$ cat src/lrd_pkg.sv
`timescale 1ns / 1ps
// ----------------------------------------------------------------------------
// lrd_pkg
// Shared constants and types for the dotted Bresenham line rasterizer.
// ----------------------------------------------------------------------------
package lrd_pkg;

    localparam int COORD_BITS = 12;
    localparam int ERR_BITS   = COORD_BITS + 3;

    localparam logic CMD_START   = 1'b0;
    localparam logic CMD_ADVANCE = 1'b1;

    typedef struct packed {
        logic signed [COORD_BITS-1:0] cur_x;
        logic signed [COORD_BITS-1:0] cur_y;
        logic signed [COORD_BITS-1:0] major_end;
        logic signed [ERR_BITS-1:0]   decision;
        logic signed [ERR_BITS-1:0]   inc_straight;
        logic signed [ERR_BITS-1:0]   inc_diagonal;
        logic                         steep;
        logic                         minor_down;
        logic                         fin;
    } setup_t;

    typedef struct packed {
        logic                         valid_res;
        logic signed [COORD_BITS-1:0] pixel_x;
        logic signed [COORD_BITS-1:0] pixel_y;
        logic                         visible;
        logic                         last;
    } result_t;

endpackage

$ cat src/lrd_setup.sv
`timescale 1ns / 1ps
// ----------------------------------------------------------------------------
// lrd_setup
// Endpoint ordering and Bresenham term setup for a start command.
// ----------------------------------------------------------------------------
module lrd_setup
    import lrd_pkg::*;
(
    input  logic signed [COORD_BITS-1:0] start_x,
    input  logic signed [COORD_BITS-1:0] start_y,
    input  logic signed [COORD_BITS-1:0] end_x,
    input  logic signed [COORD_BITS-1:0] end_y,
    output setup_t                       setup
);

    logic signed [COORD_BITS:0] diff_x;
    logic signed [COORD_BITS:0] diff_y;
    logic        [COORD_BITS:0] abs_x;
    logic        [COORD_BITS:0] abs_y;
    logic        [COORD_BITS:0] dmaj;
    logic        [COORD_BITS:0] dmin;
    logic signed [ERR_BITS-1:0] dmaj_ext;
    logic signed [ERR_BITS-1:0] dmin_x2;
    logic signed [ERR_BITS-1:0] dmaj_x2;
    logic                       steep;

    assign diff_x = {end_x[COORD_BITS-1], end_x} - {start_x[COORD_BITS-1], start_x};
    assign diff_y = {end_y[COORD_BITS-1], end_y} - {start_y[COORD_BITS-1], start_y};
    assign abs_x  = diff_x[COORD_BITS] ? -diff_x : diff_x;
    assign abs_y  = diff_y[COORD_BITS] ? -diff_y : diff_y;
    assign steep  = abs_y > abs_x;
    assign dmaj   = steep ? abs_y : abs_x;
    assign dmin   = steep ? abs_x : abs_y;

    assign dmaj_ext = {2'b00, dmaj};
    assign dmin_x2  = {1'b0, dmin, 1'b0};
    assign dmaj_x2  = {1'b0, dmaj, 1'b0};

    always_comb
    begin
        setup.steep        = steep;
        setup.inc_straight = dmin_x2;
        setup.inc_diagonal = dmin_x2 - dmaj_x2;
        setup.decision     = dmin_x2 - dmaj_ext;
        setup.fin          = (dmaj == '0);
        if (!steep)
        begin
            if (diff_x[COORD_BITS])
            begin
                setup.cur_x      = end_x;
                setup.cur_y      = end_y;
                setup.major_end  = start_x;
                setup.minor_down = !diff_y[COORD_BITS] && (diff_y != '0);
            end
            else
            begin
                setup.cur_x      = start_x;
                setup.cur_y      = start_y;
                setup.major_end  = end_x;
                setup.minor_down = diff_y[COORD_BITS];
            end
        end
        else
        begin
            if (diff_y[COORD_BITS])
            begin
                setup.cur_x      = end_x;
                setup.cur_y      = end_y;
                setup.major_end  = start_y;
                setup.minor_down = !diff_x[COORD_BITS] && (diff_x != '0);
            end
            else
            begin
                setup.cur_x      = start_x;
                setup.cur_y      = start_y;
                setup.major_end  = end_y;
                setup.minor_down = diff_x[COORD_BITS];
            end
        end
    end

endmodule

$ cat src/lrd_core.sv
`timescale 1ns / 1ps
// ----------------------------------------------------------------------------
// lrd_core
// Line state registers and the per-pixel Bresenham step.
// ----------------------------------------------------------------------------
module lrd_core
    import lrd_pkg::*;
(
    input  logic    clk,
    input  logic    rst_n,
    input  logic    fire,
    input  logic    command,
    input  logic    dotted,
    input  setup_t  setup,
    output result_t result
);

    logic signed [COORD_BITS-1:0] cur_x_reg,        cur_x_next;
    logic signed [COORD_BITS-1:0] cur_y_reg,        cur_y_next;
    logic signed [COORD_BITS-1:0] major_end_reg,    major_end_next;
    logic signed [ERR_BITS-1:0]   decision_reg,     decision_next;
    logic signed [ERR_BITS-1:0]   inc_straight_reg, inc_straight_next;
    logic signed [ERR_BITS-1:0]   inc_diagonal_reg, inc_diagonal_next;
    logic                         steep_reg,        steep_next;
    logic                         minor_down_reg,   minor_down_next;
    logic                         dot_phase_reg,    dot_phase_next;
    logic                         dotted_mode_reg,  dotted_mode_next;
    logic                         active_reg,       active_next;

    logic signed [COORD_BITS-1:0] minor_step;
    logic signed [COORD_BITS-1:0] minor_delta;
    logic                         diag;
    logic                         fin;

    assign diag        = !decision_reg[ERR_BITS-1];
    assign minor_step  = minor_down_reg ? '1 : COORD_BITS'(1);
    assign minor_delta = diag ? minor_step : '0;

    always_comb
    begin
        cur_x_next        = cur_x_reg;
        cur_y_next        = cur_y_reg;
        major_end_next    = major_end_reg;
        decision_next     = decision_reg;
        inc_straight_next = inc_straight_reg;
        inc_diagonal_next = inc_diagonal_reg;
        steep_next        = steep_reg;
        minor_down_next   = minor_down_reg;
        dot_phase_next    = dot_phase_reg;
        dotted_mode_next  = dotted_mode_reg;
        active_next       = active_reg;
        fin               = 1'b0;
        result            = '0;

        if (command == CMD_START)
        begin
            cur_x_next        = setup.cur_x;
            cur_y_next        = setup.cur_y;
            major_end_next    = setup.major_end;
            decision_next     = setup.decision;
            inc_straight_next = setup.inc_straight;
            inc_diagonal_next = setup.inc_diagonal;
            steep_next        = setup.steep;
            minor_down_next   = setup.minor_down;
            dot_phase_next    = 1'b0;
            dotted_mode_next  = dotted;
            active_next       = !setup.fin;
            result.valid_res  = 1'b1;
            result.pixel_x    = setup.cur_x;
            result.pixel_y    = setup.cur_y;
            result.visible    = 1'b1;
            result.last       = setup.fin;
        end
        else if (active_reg)
        begin
            if (steep_reg)
            begin
                cur_y_next = cur_y_reg + COORD_BITS'(1);
                cur_x_next = cur_x_reg + minor_delta;
                fin        = (cur_y_next == major_end_reg);
            end
            else
            begin
                cur_x_next = cur_x_reg + COORD_BITS'(1);
                cur_y_next = cur_y_reg + minor_delta;
                fin        = (cur_x_next == major_end_reg);
            end
            decision_next    = decision_reg + (diag ? inc_diagonal_reg : inc_straight_reg);
            dot_phase_next   = !dot_phase_reg;
            active_next      = !fin;
            result.valid_res = 1'b1;
            result.pixel_x   = cur_x_next;
            result.pixel_y   = cur_y_next;
            result.visible   = !dotted_mode_reg || dot_phase_reg;
            result.last      = fin;
        end
    end

    always_ff @(posedge clk or negedge rst_n)
    begin
        if (!rst_n)
        begin
            cur_x_reg        <= '0;
            cur_y_reg        <= '0;
            major_end_reg    <= '0;
            decision_reg     <= '0;
            inc_straight_reg <= '0;
            inc_diagonal_reg <= '0;
            steep_reg        <= 1'b0;
            minor_down_reg   <= 1'b0;
            dot_phase_reg    <= 1'b0;
            dotted_mode_reg  <= 1'b0;
            active_reg       <= 1'b0;
        end
        else if (fire)
        begin
            cur_x_reg        <= cur_x_next;
            cur_y_reg        <= cur_y_next;
            major_end_reg    <= major_end_next;
            decision_reg     <= decision_next;
            inc_straight_reg <= inc_straight_next;
            inc_diagonal_reg <= inc_diagonal_next;
            steep_reg        <= steep_next;
            minor_down_reg   <= minor_down_next;
            dot_phase_reg    <= dot_phase_next;
            dotted_mode_reg  <= dotted_mode_next;
            active_reg       <= active_next;
        end
    end

endmodule

$ cat src/line_rasterizer_dotted.sv
`timescale 1ns / 1ps
// ----------------------------------------------------------------------------
// line_rasterizer_dotted
// Bresenham line generator for all octants with optional dotted output.
//
//   channel  direction  handshake              fields
//   cmd      in         cmd_valid/cmd_stall    command start_x start_y end_x
//                                              end_y dotted
//   pix      out        pix_valid/pix_stall    valid_res pixel_x pixel_y
//                                              visible last
//
// One command transfer per cycle unless stalled, one result per command.
// A command passes through the input register, then the result register,
// before its result is offered on pix.
// The step and setup logic sits between the two registers.
// Reset clears the line state and both register valids; no line is active.
// A stalled result holds; cmd_stall rises only while a result waits and
// another command is already registered.
// ----------------------------------------------------------------------------
module line_rasterizer_dotted
    import lrd_pkg::*;
(
    input  logic                         clk,
    input  logic                         rst_n,
    input  logic                         cmd_valid,
    output logic                         cmd_stall,
    input  logic                         command,
    input  logic signed [COORD_BITS-1:0] start_x,
    input  logic signed [COORD_BITS-1:0] start_y,
    input  logic signed [COORD_BITS-1:0] end_x,
    input  logic signed [COORD_BITS-1:0] end_y,
    input  logic                         dotted,
    output logic                         pix_valid,
    input  logic                         pix_stall,
    output logic                         valid_res,
    output logic signed [COORD_BITS-1:0] pixel_x,
    output logic signed [COORD_BITS-1:0] pixel_y,
    output logic                         visible,
    output logic                         last
);

    logic                         in_vld_reg;
    logic                         command_reg;
    logic signed [COORD_BITS-1:0] start_x_reg;
    logic signed [COORD_BITS-1:0] start_y_reg;
    logic signed [COORD_BITS-1:0] end_x_reg;
    logic signed [COORD_BITS-1:0] end_y_reg;
    logic                         dotted_reg;
    logic                         out_vld_reg;
    result_t                      res_reg;
    result_t                      res_next;
    setup_t                       setup;
    logic                         fire;
    logic                         cmd_take;

    assign fire      = in_vld_reg && (!out_vld_reg || !pix_stall);
    assign cmd_stall = in_vld_reg && !fire;
    assign cmd_take  = cmd_valid && !cmd_stall;

    lrd_setup u_setup
    (
        .start_x (start_x_reg),
        .start_y (start_y_reg),
        .end_x   (end_x_reg),
        .end_y   (end_y_reg),
        .setup   (setup)
    );

    lrd_core u_core
    (
        .clk     (clk),
        .rst_n   (rst_n),
        .fire    (fire),
        .command (command_reg),
        .dotted  (dotted_reg),
        .setup   (setup),
        .result  (res_next)
    );

    always_ff @(posedge clk or negedge rst_n)
    begin
        if (!rst_n)
        begin
            in_vld_reg  <= 1'b0;
            out_vld_reg <= 1'b0;
        end
        else
        begin
            if (cmd_take)
            begin
                in_vld_reg <= 1'b1;
            end
            else if (fire)
            begin
                in_vld_reg <= 1'b0;
            end
            if (fire)
            begin
                out_vld_reg <= 1'b1;
            end
            else if (!pix_stall)
            begin
                out_vld_reg <= 1'b0;
            end
        end
    end

    always_ff @(posedge clk)
    begin
        if (cmd_take)
        begin
            command_reg <= command;
            start_x_reg <= start_x;
            start_y_reg <= start_y;
            end_x_reg   <= end_x;
            end_y_reg   <= end_y;
            dotted_reg  <= dotted;
        end
        if (fire)
        begin
            res_reg <= res_next;
        end
    end

    assign pix_valid = out_vld_reg;
    assign valid_res = res_reg.valid_res;
    assign pixel_x   = res_reg.pixel_x;
    assign pixel_y   = res_reg.pixel_y;
    assign visible   = res_reg.visible;
    assign last      = res_reg.last;

endmodule

$ cat config.mk
export PLATFORM = sky130hd
export DESIGN_NAME = line_rasterizer_dotted
export DESIGN_NICKNAME = d
export VERILOG_FILES = /design/src/lrd_pkg.sv /design/src/lrd_setup.sv /design/src/lrd_core.sv /design/src/line_rasterizer_dotted.sv
export SDC_FILE = /design/constraint.sdc
export NUM_CORES = 1
export LEC_CHECK = 0
export ABC_AREA = 1
export BUFFER_PORTS_ARGS = -buffer_cell sky130_fd_sc_hd__buf_2
export CORE_MARGIN = 2
export CORE_UTILIZATION = 25
export DETAILED_ROUTE_END_ITERATION = 8
export PLACE_DENSITY = 0.51
export SLEW_MARGIN = 0
export SYNTH_ARGS = -nofsm -noshare
export SYNTH_HDL_FRONTEND = slang
export SYNTH_SLANG_ARGS = --single-unit
$ cat constraint.sdc
create_clock -name clk -period 5.1 [get_ports clk]
set_input_delay 0.765 -clock clk [delete_from_list [all_inputs] [get_ports clk]]
set_output_delay 0.765 -clock clk [all_outputs]
set_load 0.1 [all_outputs]
# Word level (Yosys, flattened, before mapping)
# Index checks and enable logic that the tools add are counted.
[word_totals]
in_bits = 54
reg_bits = 163
wordCells = 98
[classes]
n_addsub = 11
n_eq_ne = 4
order_cmp = 1
mux = 34
n_reduce_logical = 23
bitwise = 1
[ops]
columns = ["cell", "count"]
rows = [
  ["two-way mux 36 bit", 3],
  ["two-way mux 12 bit", 8],
  ["two-way mux 13 bit", 4],
  ["two-way mux 15 bit", 3],
  ["two-way mux 27 bit", 1],
  ["two-way mux 26 bit", 1],
  ["negator 13 bit", 2],
  ["nonzero test 13 bit", 2],
  ["subtractor 12 x 12 -> 13 bit", 2],
  ["adder 12 bit", 2],
  ["adder 12 x 2 -> 12 bit (second input constant)", 2],
  ["equality test 12 bit", 2],
  ["adder 15 bit", 1],
  ["subtractor 14 x 13 -> 15 bit", 1],
  ["subtractor 14 x 14 -> 15 bit", 1],
  ["two-way mux 1 bit", 14],
  ["> comparator 13 bit", 1],
  ["zero test 13 bit", 1],
  ["zero test 1 bit", 10],
  ["logical AND 1 bit", 5],
  ["!= test 2 x 1 -> 1 bit (second input constant)", 2],
  ["AND reduction 2 bit", 2],
  ["logical OR 1 bit", 2],
  ["nonzero test 2 bit", 1],
  ["inverter 1 bit", 1],
]

# Longest topological paths before layout
# Gate-level depths: netlist of run 1.
[depth]
word_depth = 8
mapped_depth = 44
mapped_depth_nobuf = 42

# Modules after synthesis
# A second synthesis of run 1 with hierarchy kept.
[hier_totals]
hier_cells = 2183
area_unflattened_um2 = 14829.2
[by_module_without_submodules]
columns = ["module", "area_per_inst_um2", "n_inst", "cells_per_inst"]
rows = [
  ["lrd_core", 6815.3, 1, 1001],
  ["lrd_setup", 5606.6, 1, 1093],
  ["line_rasterizer_dotted", 2407.3, 1, 89],
]

# Worst setup path after synthesis of run 1
# No wires, ideal clock.
[synth_timing]
path_type = "reg2reg"
start = "register start_y_reg[0]"
end = "register u_core.decision_reg[9]"
path_slack_ns = 0.271
period_less_slack_ns = 4.829
n_path_buf = 1
t_arrival_ns = 4.756
t_required_ns = 5.027
path_stages_with_launch = 36
cell_sequence = "edfxtp_1 ha_1 fa_1 ha_1 inv_1 nor2_1 nand3_1 nor2_1 nand2_1 nor3_2 o21ai_0 nand2_1 inv_1 ha_1 nand2_1 nor2_2 nand3_1 nand2_2 nand2_4 buf_4 nand2_1 o21ai_2 ha_1 nand2_1 inv_1 nand2_1 nand2_1 nand3_1 nand2_1 nand2_2 nor2_2 nand2_1 nand2_1 xnor2_1 nand2_1 a21oi_2"
[synth_between]
elab_chain_cells = 7
[synth_rtl]
columns = ["element", "line", "source"]
rows = [
  ["start: declaration", "line_rasterizer_dotted.sv:45", "logic signed [COORD_BITS-1:0] start_y_reg;"],
  ["start signal: assignment", "line_rasterizer_dotted.sv:114", "start_y_reg <= start_y;"],
  ["subtractor 12 x 12 -> 13 bit *", "lrd_setup.sv:28", "assign diff_y = {end_y[COORD_BITS-1], end_y} - {start_y[COORD_BITS-1], start_y};"],
  ["negator 13 bit", "lrd_setup.sv:30", "assign abs_y = diff_y[COORD_BITS] ? -diff_y : diff_y;"],
  ["two-way mux 13 bit *", "lrd_setup.sv:30", ""],
  ["> comparator 13 bit", "lrd_setup.sv:31", "assign steep = abs_y > abs_x;"],
  ["two-way mux 13 bit (on tied branches)", "lrd_setup.sv:33, lrd_setup.sv:32", ""],
  ["subtractor 14 x 13 -> 15 bit *", "lrd_setup.sv:44", "setup.decision = dmin_x2 - dmaj_ext;"],
  ["two-way mux 15 bit *", "lrd_core.sv:55", "if (command == CMD_START)"],
  ["end signal: assignment", "lrd_core.sv:120", "decision_reg <= decision_next;"],
  ["end: declaration", "lrd_core.sv:21", "logic signed [ERR_BITS-1:0] decision_reg, decision_next;"],
]
# Mark *: on every way between the ends. The rest lies on a longest branch, timed or not.
# A chain may end at the register's enable or synchronous reset.

# Worst setup path after layout of run 1
[layout_timing]
start = "register end_y_reg[0]"
end = "register u_core.decision_reg[12]"
[layout_between]
elab_chain_cells = 7
[layout_rtl]
columns = ["element", "line", "source"]
rows = [
  ["start: declaration", "line_rasterizer_dotted.sv:47", "logic signed [COORD_BITS-1:0] end_y_reg;"],
  ["start signal: assignment", "line_rasterizer_dotted.sv:116", "end_y_reg <= end_y;"],
  ["subtractor 12 x 12 -> 13 bit *", "lrd_setup.sv:28", ""],
  ["negator 13 bit", "lrd_setup.sv:30", ""],
  ["two-way mux 13 bit *", "lrd_setup.sv:30", ""],
  ["> comparator 13 bit", "lrd_setup.sv:31", ""],
  ["two-way mux 13 bit (on tied branches)", "lrd_setup.sv:33, lrd_setup.sv:32", ""],
  ["subtractor 14 x 13 -> 15 bit *", "lrd_setup.sv:44", ""],
  ["two-way mux 15 bit *", "lrd_core.sv:55", ""],
]
# Marks and branches as above.

==> key figures, run 1 <==
Route
  • Vias: 13,532
  • Via-to-Cell Ratio: 4.62
  • 1st-iter DRT viols: 903
  • Routed WL per cell: 15.8 um
  • Post-DRT Antenna Nets: 0
  • Wirelength, routed: 46,300 um
  • Remaining DRCs: 0
  • 1st-pass router iterations: 6

Outcome
  • Status: complete, no violations

Layout
  • # fillers: 5,901
  • Final Util: 32.0%
  • Ratio of cells with drive above 1 in the final layout: 25.5%
  • Ant. Diodes: 0
  • Final Net Count: 2,310
  • Area Overhead vs Synth: 27.1%

Worst setup path
  • Critical Path RT: 5.52 ns
  • Crit-path max cell delay: 0.61 ns
  • Crit path buffers/inverters: 6
  • R2R cell count: 34
  • Worst Path Arrival: 5.35 ns
  • Reg2reg setup slack: 0.18 ns
  • Reg2reg end: u_core.decision_reg[12]
  • Worst R2R Start: end_y_reg[0]
  • Most frequent CP cell: nand2_2
  • Setup CP Type: flop to flop
  • Startpoint types: flop
  • CP Max Fanout: 6
  • CP Capture Type: flop
  • Delay-heaviest family, CP: simple AND/OR/NAND/NOR gates
  • Worst path slowest cell: fa_2

Logic synthesis
  • Synth top cells by count: nand2_1 (607), inv_1 (243), o21ai_0 (167), nor2_1 (136), nand3_1 (114)
  • Post-synth EDFFs: 77
  • Simple-Gate Fraction of Synth Area: 31.5%
  • Most frequent cell after synthesis: nand2_1
  • Distinct cells, synth: 54
  • Post-synthesis cell count: 1,993
  • Adder-Cell Fraction of Synth Area: 8.27%
  • Share of the synthesized area in the top cell type: 16.7%
  • Ranking of synthesized cells by area: edfxtp_1 (17%), nand2_1 (16%), dfrtp_1 (15%), ha_1 (7.4%), inv_1 (6.6%)
  • Syn_nets: 2,135
  • Multiplexer share of the synthesized area: 0%
  • Syn_area_per_cell: 6.95 um2
  • #FFs+latches synth: 161
  • Mapped Area: 13,900 um2
  • Seq/Total Area, Yosys: 31.8%
  • Cell taking the most area after synthesis: edfxtp_1
  • Top FF cell, synth: dfrtp_1
  • Async S/R FF share, synth: 52.2%
  • Synth Warn #: 0
  • Largest family of logic cells by synthesized area: simple AND/OR/NAND/NOR gates
  • Post-synthesis compound-gate area fraction: 15.3%
  • Post-Synth XOR/XNOR Area: 3.48%

Clock network
  • CTS H-tree lvls: 4
  • CTS clock-pin slew for the worst setup and hold paths: 0.07 ns
  • CTS buffer count: 17
  • Clk_lat worst skew: 0.50 ns
  • CTS root buf: clkbuf_16
  • Cts hold-fix bufs: 0
  • CTS tree: built
  • CTS Buffer Depth: 2
  • Clock Sinks: 161

Power
  • Peak supply drop: 0.292 mV
  • Pwr dens: 772 nW/um2
  • Leak pwr: 8.29 nW

Timing
  • Fin crit period: 4.92 ns
  • Final hold vios: 0
  • Final setup fails: 0
  • Worst slew margin: 38.0%
  • Final slew viol count: 0
  • Least-Margin Pin Slew: 0.931 ns
  • Final Cycle Share: 96.5%
  • Skew final: 0.0189 ns
  • Final hold slack: 0.293 ns
  • F_max: 203 MHz

Floorplan
  • Die ar.: 57,300 um2
  • DIE WIDTH: 239 um
  • Starting Density: 25.2%
  • Ports: 83
  • Die Y: 239 um
  • Core area: 55,000 um2
  • Rows: 86

Place
  • Placed wire-length estimate: 35,200 um
  • Number of port buffers: 82
  • GP Congestion: 0.890

Flow run
  • MaxCap Viol Count: 0

Global routing
  • Largest net degree at the start of global routing: 51
  • Global route overflow: 0
  • Gr usage total: 16.2%
  • Initial antenna violation count: 2
  • Number of global-route vias before repair: 12,841
  • First-pass GRT wire length: 71,200 um

Min path
  • Hold Path Class: input port to async pin
## where the power goes
group / switching (W) / leakage, nW / internal [W] / total [W]
combinational: 0.00637 / 6.25 / 0.00379 / 0.0102
sequential: 0.000307 / 1.76 / 0.00183 / 0.00214
clock: 0.000641 / 0.277 / 0.000642 / 0.00128
## logic make-up (layout without fill, tap and decap cells)
kind of cell             after synthesis  count (layout)
XOR/XNOR                              52              52
adder cells (fa/ha/maj)               88              88
buffers and inverters                329             515
AND/OR/NAND/NOR                      996             998
flip-flops                           161             161
AO/OA/AOI/OAI                        367             367
## cell usage in the layout (no fill, tap or decap), types with 4 or more instances in the layout
master | synthesis | routed
nand2_1 | 607 | 546
inv_1 | 243 | 231
o21ai_0 | 167 | 161
buf_4 | 5 | 129
nor2_1 | 136 | 113
nand2_2 | 55 | 99
nand3_1 | 114 | 96
dfrtp_1 | 84 | 84
buf_2 | 11 | 81
edfxtp_1 | 77 | 77
a21oi_1 | 81 | 73
ha_1 | 82 | 55
o211ai_1 | 47 | 47
xor2_1 | 36 | 35
inv_2 | 16 | 27
nand3_2 | 15 | 27
nand2_4 | 8 | 23
ha_4 | 0 | 22
a31oi_1 | 20 | 20
nor2_2 | 9 | 19
clkbuf_16 | 0 | 19
nand4_1 | 18 | 18
nor2_4 | 1 | 14
a21oi_2 | 6 | 13
xnor2_1 | 14 | 12
o21ai_1 | 10 | 12
o21ai_2 | 13 | 10
nor3_1 | 12 | 9
nand3_4 | 2 | 8
o21ai_4 | 0 | 7
o22ai_1 | 7 | 7
nand3b_1 | 6 | 6
inv_6 | 0 | 6
o21bai_1 | 5 | 5
or2_2 | 5 | 5
ha_2 | 0 | 5
buf_12 | 1 | 5
buf_6 | 6 | 5
nand2_8 | 0 | 4
nor3_2 | 2 | 4
## through the flow
stage | cells | cell area [um2] | setup slack, ns | setup TNS [ns] | power, W
after floorplan | 1993 | 13900 | 0.271 | 0 | 0.00844
after global placement | 2846 | 15600 | -0.0979 | -0.417 | 0.0108
after detailed placement | 2846 | 15600 | -0.102 | -0.620 | 0.0109
after CTS | 2879 | 16200 | 0.000443 | 0 | 0.0123
after global routing | 2929 | 17600 | -0.0824 | -0.752 | 0.0148
final | 2929 | 17600 | 0.177 | 0 | 0.0136
## metal layers
layer  wire length, um  vias to the layer above  GRT usage, %
li1                  -                     6873             -
met1             22200                     6329          22.3
met2             21100                      292          26.0
met3              2110                       38          2.78
met4               820                        0          4.73
met5                 0                        -             0
## cell type report
cell class	instances	area, um2	area share [%]
multi-input cells	1505	9130	51.8
flip-flops and latches	161	4410	25.1
repair buffers	222	1580	8.97
inverters	261	985	5.59
well taps	748	936	5.31
clock buffers	17	425	2.42
clock inverters	15	145	0.824
## worst reg2reg max path: cells and delay by family (launching register included)
family	cells	cell delay (ns)
simple gates	21	2.00
fa+ha+maj	5	1.62
buf+inv	6	0.66
flops	1	0.39
compound gates	2	0.21
## how the worst max path moves through the flow
stage	cells after the start	from	slack (ns)	endpoint
2_1_floorplan	35	start_y_reg[0]	0.27	u_core.decision_reg[9]
3_3_place_gp	31	end_y_reg[0]	-0.1	u_core.decision_reg[7]
3_5_place_dp	31	end_y_reg[0]	-0.10	u_core.decision_reg[7]
4_1_cts	33	end_y_reg[0]	0.0004	u_core.decision_reg[9]
5_1_grt	32	start_y_reg[0]	-0.08	u_core.decision_reg[9]
6_report	34	end_y_reg[0]	0.18	u_core.decision_reg[12]
## repair_timing
action / 4_1_cts / 5_1_grt
endpoints found under the setup margin: 14 / 81
gates resized for setup: 11 / 216
cloned: 0 / 4
buffers inserted: 1 / 46
pin swaps: 4 / 88
(Power assumes the default switching activity.)
==> run 2: changes to the inputs <==
--- a/config.mk
+++ b/config.mk
@@ -10,7 +10,7 @@
 export CORE_MARGIN = 2
 export CORE_UTILIZATION = 25
 export DETAILED_ROUTE_END_ITERATION = 8
-export PLACE_DENSITY = 0.51
+export PLACE_DENSITY = 0.5
 export SLEW_MARGIN = 0
 export SYNTH_ARGS = -nofsm -noshare
 export SYNTH_HDL_FRONTEND = slang
==> constraint.sdc (replaced) <==
create_clock -name clk -period 4.75 [get_ports clk]
set_input_delay 0.7125 -clock clk [delete_from_list [all_inputs] [get_ports clk]]
set_output_delay 0.7125 -clock clk [all_outputs]
set_load 0.1 [all_outputs]
==> run 2 against run 1 <==
Against the previous run: critical endpoint is now u_core.decision_reg[8]; non-clock buffer count grew 201; flip-flop and latch count is the same; the run now ends with setup timing left; final cell count increased by 6.8%; via count grew 5.8%; register-to-register slack got worse by 0.28 ns.
==> key figures, run 2 (same netlist as run 1, synthesis figures left out) <==
Outcome
  • Status: finished, violations left
  • Failing checks: setup timing

Timing
  • RSZ-0062 raised after global routing: true
  • Worst slew margin: 34.8% (-3.2 points)
  • Final hold vios: 0 (unchanged)
  • F_max: 206 MHz (+1.4%)
  • Final Cycle Share: 102% (+5.7 points)
  • Final slew viol count: 0 (unchanged)
  • Setup ws final: -0.104 ns (-0.281 ns)
  • Final hold slack: 0.294 ns (+0.000814 ns)
  • Setup TNS: -0.924 ns (-0.924 ns)
  • Final setup fails: 13 (+13)
  • Skew final: 0.0172 ns (-0.00170 ns)
  • Fin crit period: 4.85 ns (-0.0688 ns)
  • Least-Margin Pin Slew: 0.979 ns (+0.0481 ns)

Route
  • Routed WL per cell: 15.5 um (-1.9%)
  • Remaining DRCs: 0 (unchanged)
  • 1st-iter DRT viols: 970 (+7.4%)
  • Post-DRT Antenna Nets: 0 (unchanged)
  • 1st-pass router iterations: 5 (-1)
  • Wirelength, routed: 48,500 um (+4.8%)
  • Via-to-Cell Ratio: 4.58 (-0.95%)
  • Vias: 14,319 (+5.8%)

Layout
  • Final Net Count: 2,510 (+8.7%)
  • Most frequent cells in the layout: nand2_1 (569), buf_4 (326), inv_1 (231), o21ai_0 (159), nor2_1 (114)
  • Ratio of cells with drive above 1 in the final layout: 30.6% (+5.0 points)
  • Area of the multi-input gates: 8920 um2 (-2.2%)
  • Non-Filler Instances: 3,129 (+6.8%)
  • FF/Latch Area: 4410 um2 (unchanged)
  • Most common cell after layout, fill and taps aside: nand2_1
  • Ant. Diodes: 0 (unchanged)
  • Area Overhead vs Synth: 36.5%
  • # fillers: 5,787 (-1.9%)

Global routing
  • Initial antenna violation count: 1 (-1)
  • First-pass GRT wire length: 76,800 um (+7.8%)
  • Gr usage total: 17.4% (+1.2 points)
  • Global route overflow: 0 (unchanged)
  • Number of global-route vias before repair: 14,240 (+11%)
  • Largest net degree at the start of global routing: 53 (+3.9%)

Place
  • Placement Setup Slack: -0.410 ns (-0.308 ns)
  • Number of port buffers: 82 (unchanged)
  • GP Congestion: 0.902 (+1.3%)
  • Placed cells: 3,036 (+6.7%)
  • Placed wire-length estimate: 37,500 um (+6.7%)

Worst setup path
  • Reg2reg setup slack: -0.10 ns (-0.28 ns)
  • Most frequent CP cell: nand2_1
  • Worst R2R Start: start_y_reg[0]
  • Worst path slowest cell: fa_2
  • Reg2reg end: u_core.decision_reg[8]
  • CP Capture Type: flop
  • Delay-heaviest family, CP: simple AND/OR/NAND/NOR gates
  • R2R cell count: 35 (+2.9%)
  • Setup CP Type: flop to flop
  • Worst Path Arrival: 5.23 ns (-0.12 ns)
  • Startpoint types: flop
  • Crit path buffers/inverters: 4 (-2)
  • Crit-path max cell delay: 0.58 ns (-0.03 ns)
  • CP Max Fanout: 6 (unchanged)
  • Critical Path RT: 5.12 ns (-0.40 ns)

Floorplan
  • Ports: 83 (unchanged)
  • Die Y: 239 um (unchanged)
  • Rows: 86 (unchanged)
  • Core area: 55,000 um2 (unchanged)
  • DIE WIDTH: 239 um (unchanged)
  • Die ar.: 57,300 um2 (unchanged)
  • Starting Density: 25.2% (unchanged)

Clock network
  • CTS clock-pin slew for the worst setup and hold paths: 0.07 ns (about the same)
  • CTS H-tree lvls: 4 (unchanged)
  • Clock Sinks: 161 (unchanged)
  • CTS tree: built
  • CTS Buffer Depth: 2 (unchanged)
  • Cts hold-fix bufs: 0 (unchanged)
  • Clk_lat worst skew: 0.50 ns (about the same)
  • CTS buffer count: 17 (unchanged)
  • CTS root buf: clkbuf_16

Power
  • Pwr dens: 817 nW/um2 (+5.9%)
  • Peak supply drop: 0.385 mV (+32%)
  • Final Power: 0.0155 W (+14%)
  • Leak pwr: 9.23 nW (+11%)

Flow run
  • MaxCap Viol Count: 0 (unchanged)

Min path
  • Hold Path Class: input port to async pin
[run 2: cell count changes in the layout (fill, tap and decap cells not counted), sizes merged]
cell	change
nand2	-1
bufinv	+2
clkinv	-2
inv	-2
buf	+203
[run 2: cell type report]
| type | instances | area share [%] |
|---|---|---|
| clock buffer | 19 | 2.29 |
| timing repair buffer | 423 | 16.2 |
| sequential | 161 | 23.3 |
| inverter | 261 | 5.25 |
| multi-input combinational | 1504 | 47.2 |
| tap | 748 | 4.95 |
| clock inverter | 13 | 0.807 |
[run 2: worst reg2reg max path: cells and delay by family, from the launching register on]
kind,cells,cell delay [ns]
adder cells (fa/ha/maj),5,1.39
AO/OA/AOI/OAI,6,0.66
flip-flops,1,0.44
buffers and inverters,4,0.45
AND/OR/NAND/NOR,20,1.81
[run 2: how the worst max path moves through the flow]
stage,startpoint,to,slack [ns],depth (start not counted)
after floorplan,start_y_reg[0],u_core.decision_reg[9],0.02,35
after global placement,start_y_reg[0],last,-0.41,32
after detailed placement,start_y_reg[0],last,-0.41,32
after CTS,start_y_reg[0],u_core.inc_diagonal_reg[11],-0.005,35
after global routing,start_y_reg[0],u_core.decision_reg[9],-0.41,34
final,start_y_reg[0],u_core.decision_reg[8],-0.10,35
[run 2: through the flow]
step / util [%] / cell area [um2]
after floorplan: - / 13900
after global placement: 31.0 / 17000
after detailed placement: 31.0 / 17000
after CTS: 33.6 / 18500
after global routing: 34.4 / 18900
final: 34.4 / 18900
[run 2: layer usage]
metal	track usage, %	vias to the layer above	routed length, um
met5	0	-	0
met4	5.68	0	1090
met3	2.40	55	1940
met2	29.2	304	22700
met1	23.0	6687	22800
li1	-	7273	-
[run 2: what timing repair did]
item / 4_1_cts / 5_1_grt
endpoints found under the hold margin: 0 / 0
pin swaps: 56 / 61
resized for setup: 100 / 93
endpoints found under the setup margin: 60 / 75
gates cloned: 1 / 0
setup buffers: 49 / 12
[run 2: power by group]
group / internal (W) / switching [W]
Combinational: 0.00477 / 0.00696
Clock: 0.000782 / 0.000642
Sequential: 0.00197 / 0.000326
==> run 3: changes to the inputs <==
--- a/config.mk
+++ b/config.mk
@@ -5,12 +5,11 @@
 export SDC_FILE = /design/constraint.sdc
 export NUM_CORES = 1
 export LEC_CHECK = 0
-export ABC_AREA = 1
 export BUFFER_PORTS_ARGS = -buffer_cell sky130_fd_sc_hd__buf_2
 export CORE_MARGIN = 2
-export CORE_UTILIZATION = 25
+export CORE_UTILIZATION = 51
 export DETAILED_ROUTE_END_ITERATION = 8
-export PLACE_DENSITY = 0.5
+export PLACE_DENSITY = 0.79
 export SLEW_MARGIN = 0
 export SYNTH_ARGS = -nofsm -noshare
 export SYNTH_HDL_FRONTEND = slang
==> run 3 against run 2 <==
Against the previous run: the flow still finishes with violations (setup timing); die area fell by 54%; sequential share of layout area rose by 1.2 points; sequential power barely moved; critical path depth fell by 4; design area fell by 5.0%; setup slack got worse by 2.1 ns; critical endpoint is now u_core.decision_reg[9]; clock-buffer cell count fell by 1; register-to-register slack got worse by 2.1 ns.
==> key figures, run 3 <==
Global routing
  • Global route overflow: 0 (unchanged)
  • Gr usage total: 30.7% (+13 points)
  • Largest net degree at the start of global routing: 64 (+21%)
  • Number of global-route vias before repair: 12,744 (-11%)
  • Initial antenna violation count: 0 (-1)
  • First-pass GRT wire length: 63,900 um (-17%)

Logic synthesis
  • Mapped Area: 12,800 um2 (-7.7%)
  • Share of the synthesized area in the top cell type: 18.1% (+1.4 points)
  • Seq/Total Area, Yosys: 34.5% (+2.7 points)
  • Ranking of synthesized cells by area: edfxtp_1 (18%), dfrtp_1 (16%), ha_1 (8.0%), nand2_1 (5.7%), o21ai_0 (5.0%)
  • Distinct cells, synth: 92 (+70%)
  • Post-synth EDFFs: 77 (unchanged)
  • Most frequent cell after synthesis: nand2_1
  • Async S/R FF share, synth: 52.2% (unchanged)
  • Syn_nets: 1,636 (-23%)
  • Syn_area_per_cell: 8.56 um2 (+23%)
  • Post-synthesis cell count: 1,494 (-25%)
  • Top FF cell, synth: dfrtp_1
  • Synth Warn #: 0 (unchanged)
  • #FFs+latches synth: 161 (unchanged)
  • Cell taking the most area after synthesis: edfxtp_1
  • Synth top cells by count: nand2_1 (193), o21ai_0 (127), nor2_1 (126), a21oi_1 (113), dfrtp_1 (84)

Worst setup path
  • R2R cell count: 31 (-11%)
  • Critical Path RT: 5.06 ns (-0.06 ns)
  • Crit-path max cell delay: 0.48 ns (-0.10 ns)
  • Worst Path Arrival: 7.24 ns (+2.01 ns)
  • Setup CP Type: flop to flop
  • CP Capture Type: flop
  • CP Max Fanout: 7 (+1)
  • Worst path slowest cell: a2111o_1
  • Startpoint types: flop

Place
  • Placed wire-length estimate: 29,800 um (-21%)
  • GP Congestion: 0.951 (+5.4%)
  • Placed cells: 2,194 (-28%)
  • Placed Area: 16,300 um2 (-4.6%)
  • Number of port buffers: 82 (unchanged)

Layout
  • Ant. Diodes: 0 (unchanged)
  • Non-Filler Instances: 2,267 (-28%)
  • Most common cell after layout, fill and taps aside: buf_4
  • Final Util: 73.4% (+39 points)
  • Ratio of cells with drive above 1 in the final layout: 36.6% (+6.0 points)
  • Area Overhead vs Synth: 40.4%
  • Most frequent cells in the layout: buf_4 (388), nand2_1 (187), nor2_1 (120), a21oi_1 (93), dfrtp_1 (84)
  • Post-route cell area: 18,000 um2 (-5.0%)
  • Final Net Count: 2,072 (-17%)
  • # fillers: 1,604 (-72%)

Power
  • Leak pwr: 8.24 nW (-11%)
  • Final Power: 0.0147 W (-4.6%)
  • Pwr dens: 820 nW/um2 (+0.41%)
  • Peak supply drop: 0.447 mV (+16%)

Min path
  • Hold Path Class: input port to async pin

Route
  • Via-to-Cell Ratio: 5.90 (+29%)
  • Post-DRT Antenna Nets: 0 (unchanged)
  • Vias: 13,368 (-6.6%)
  • 1st-iter DRT viols: 1,269 (+31%)
  • Routed WL per cell: 18.9 um (+22%)
  • Remaining DRCs: 0 (unchanged)
  • Wirelength, routed: 42,800 um (-12%)
  • 1st-pass router iterations: 5 (unchanged)

Clock network
  • CTS H-tree lvls: 4 (unchanged)
  • Clock Sinks: 161 (unchanged)
  • Clk_lat worst skew: 0.45 ns (-0.05 ns)
  • CTS clock-pin slew for the worst setup and hold paths: 0.08 ns (about the same)
  • CTS root buf: clkbuf_16
  • CTS tree: built
  • CTS buffer count: 17 (unchanged)
  • CTS Buffer Depth: 2 (unchanged)

Timing
  • Final slew viol count: 0 (unchanged)
  • Skew final: 0.0178 ns (+0.000529 ns)
  • Least-Margin Pin Slew: 1.19 ns (+0.208 ns)
  • RSZ-0062 raised after global routing: true
  • Final hold slack: 0.255 ns (-0.0393 ns)
  • Fin crit period: 6.93 ns (+2.08 ns)
  • Final hold vios: 0 (unchanged)
  • Setup ws final: -2.18 ns (-2.08 ns)
  • F_max: 144 MHz (-30%)
  • Final setup fails: 101 (+88)
  • Final Cycle Share: 146% (+44 points)
  • Worst slew margin: 20.9% (-14 points)

Floorplan
  • DIE WIDTH: 162 um (-32%)
  • Rows: 57 (-34%)
  • Die Y: 162 um (-32%)
  • Starting Density: 52.3% (+27 points)
  • Die ar.: 26,400 um2 (-54%)
  • Core area: 24,500 um2 (-56%)
  • Ports: 83 (unchanged)

Outcome
  • Status: finished, violations left
  • Failing checks: setup timing

Flow run
  • MaxCap Viol Count: 0 (unchanged)
run 3: metrics by stage:
step	setup TNS, ns	worst slack [ns]
4_1_cts	-75.21	-1.89
3_3_place_gp	-100.49	-1.97
3_5_place_dp	-113.80	-2.17
2_1_floorplan	-63.73	-2.48
6_report	-109.03	-2.18
5_1_grt	-137.84	-2.51
run 3: what timing repair did:
item                       in CTS  in global routing
gates resized for setup        84                 85
hold buffers                    0                  0
pin swaps                      40                 31
hold endpoints to repair        0                  0
setup endpoints to repair     101                103
gates cloned                    2                  1
setup buffers                  18                 20
run 3: final cells by class:
| class | count | area (um2) | area share [%] |
|---|---|---|---|
| inverter | 81 | 305 | 1.70 |
| tap | 324 | 405 | 2.26 |
| multi-input combinational | 1188 | 8670 | 48.3 |
| timing repair buffer | 481 | 3560 | 19.8 |
| sequential | 161 | 4410 | 24.6 |
| clock buffer | 18 | 450 | 2.51 |
| clock inverter | 14 | 164 | 0.912 |
run 3: cell families (layout without fill, tap and decap cells):
| group | count (synthesis) | in the layout | synth area share [%] |
|---|---|---|---|
| adders and majority gates | 91 | 91 | 9.21 |
| muxes | 54 | 54 | 4.44 |
| DFF | 161 | 161 | 34.5 |
| xor gates and xnor gates | 100 | 100 | 6.99 |
| buffers and inverters | 145 | 594 | 4.57 |
| AOI/OAI and AO/OA | 445 | 445 | 22.4 |
| and+or+nand+nor | 498 | 498 | 17.9 |
run 3: worst paths after layout:
check                                            from                         end  slack (ns)
max                                      end_x_reg[0]      u_core.decision_reg[9]       -2.18
min                                             rst_n      u_core.decision_reg[4]        0.25
max reg2reg                              end_x_reg[0]      u_core.decision_reg[9]       -2.18
min reg2reg                u_core.inc_straight_reg[9]  u_core.inc_straight_reg[9]        0.48
max in group asynchronous                       rst_n         u_core.cur_x_reg[0]        3.45
min in group clk                             end_y[5]                end_y_reg[5]        0.43
run 3: critical path: cells and delay by family (launching register included):
kind	cells	cell delay, ns
AO/OA/AOI/OAI	14	3.24
XOR/XNOR	2	0.37
adder cells (fa/ha/maj)	5	1.41
buffers and inverters	4	0.57
flip-flops	1	0.39
AND/OR/NAND/NOR	6	0.81
run 3: metal layers:
metal	share of wire, %	global-route usage [%]	wire length, um
met1	41	39.7	17600
met4	4.7	13.9	2010
met2	47	51.3	20100
met5	0	0	0
met3	7.4	4.56	3170
run 3: power by group:
group          total, W  switching (W)  internal, W
combinational    0.0110        0.00576      0.00521
sequential      0.00232       0.000406      0.00192
clock           0.00144       0.000701     0.000737
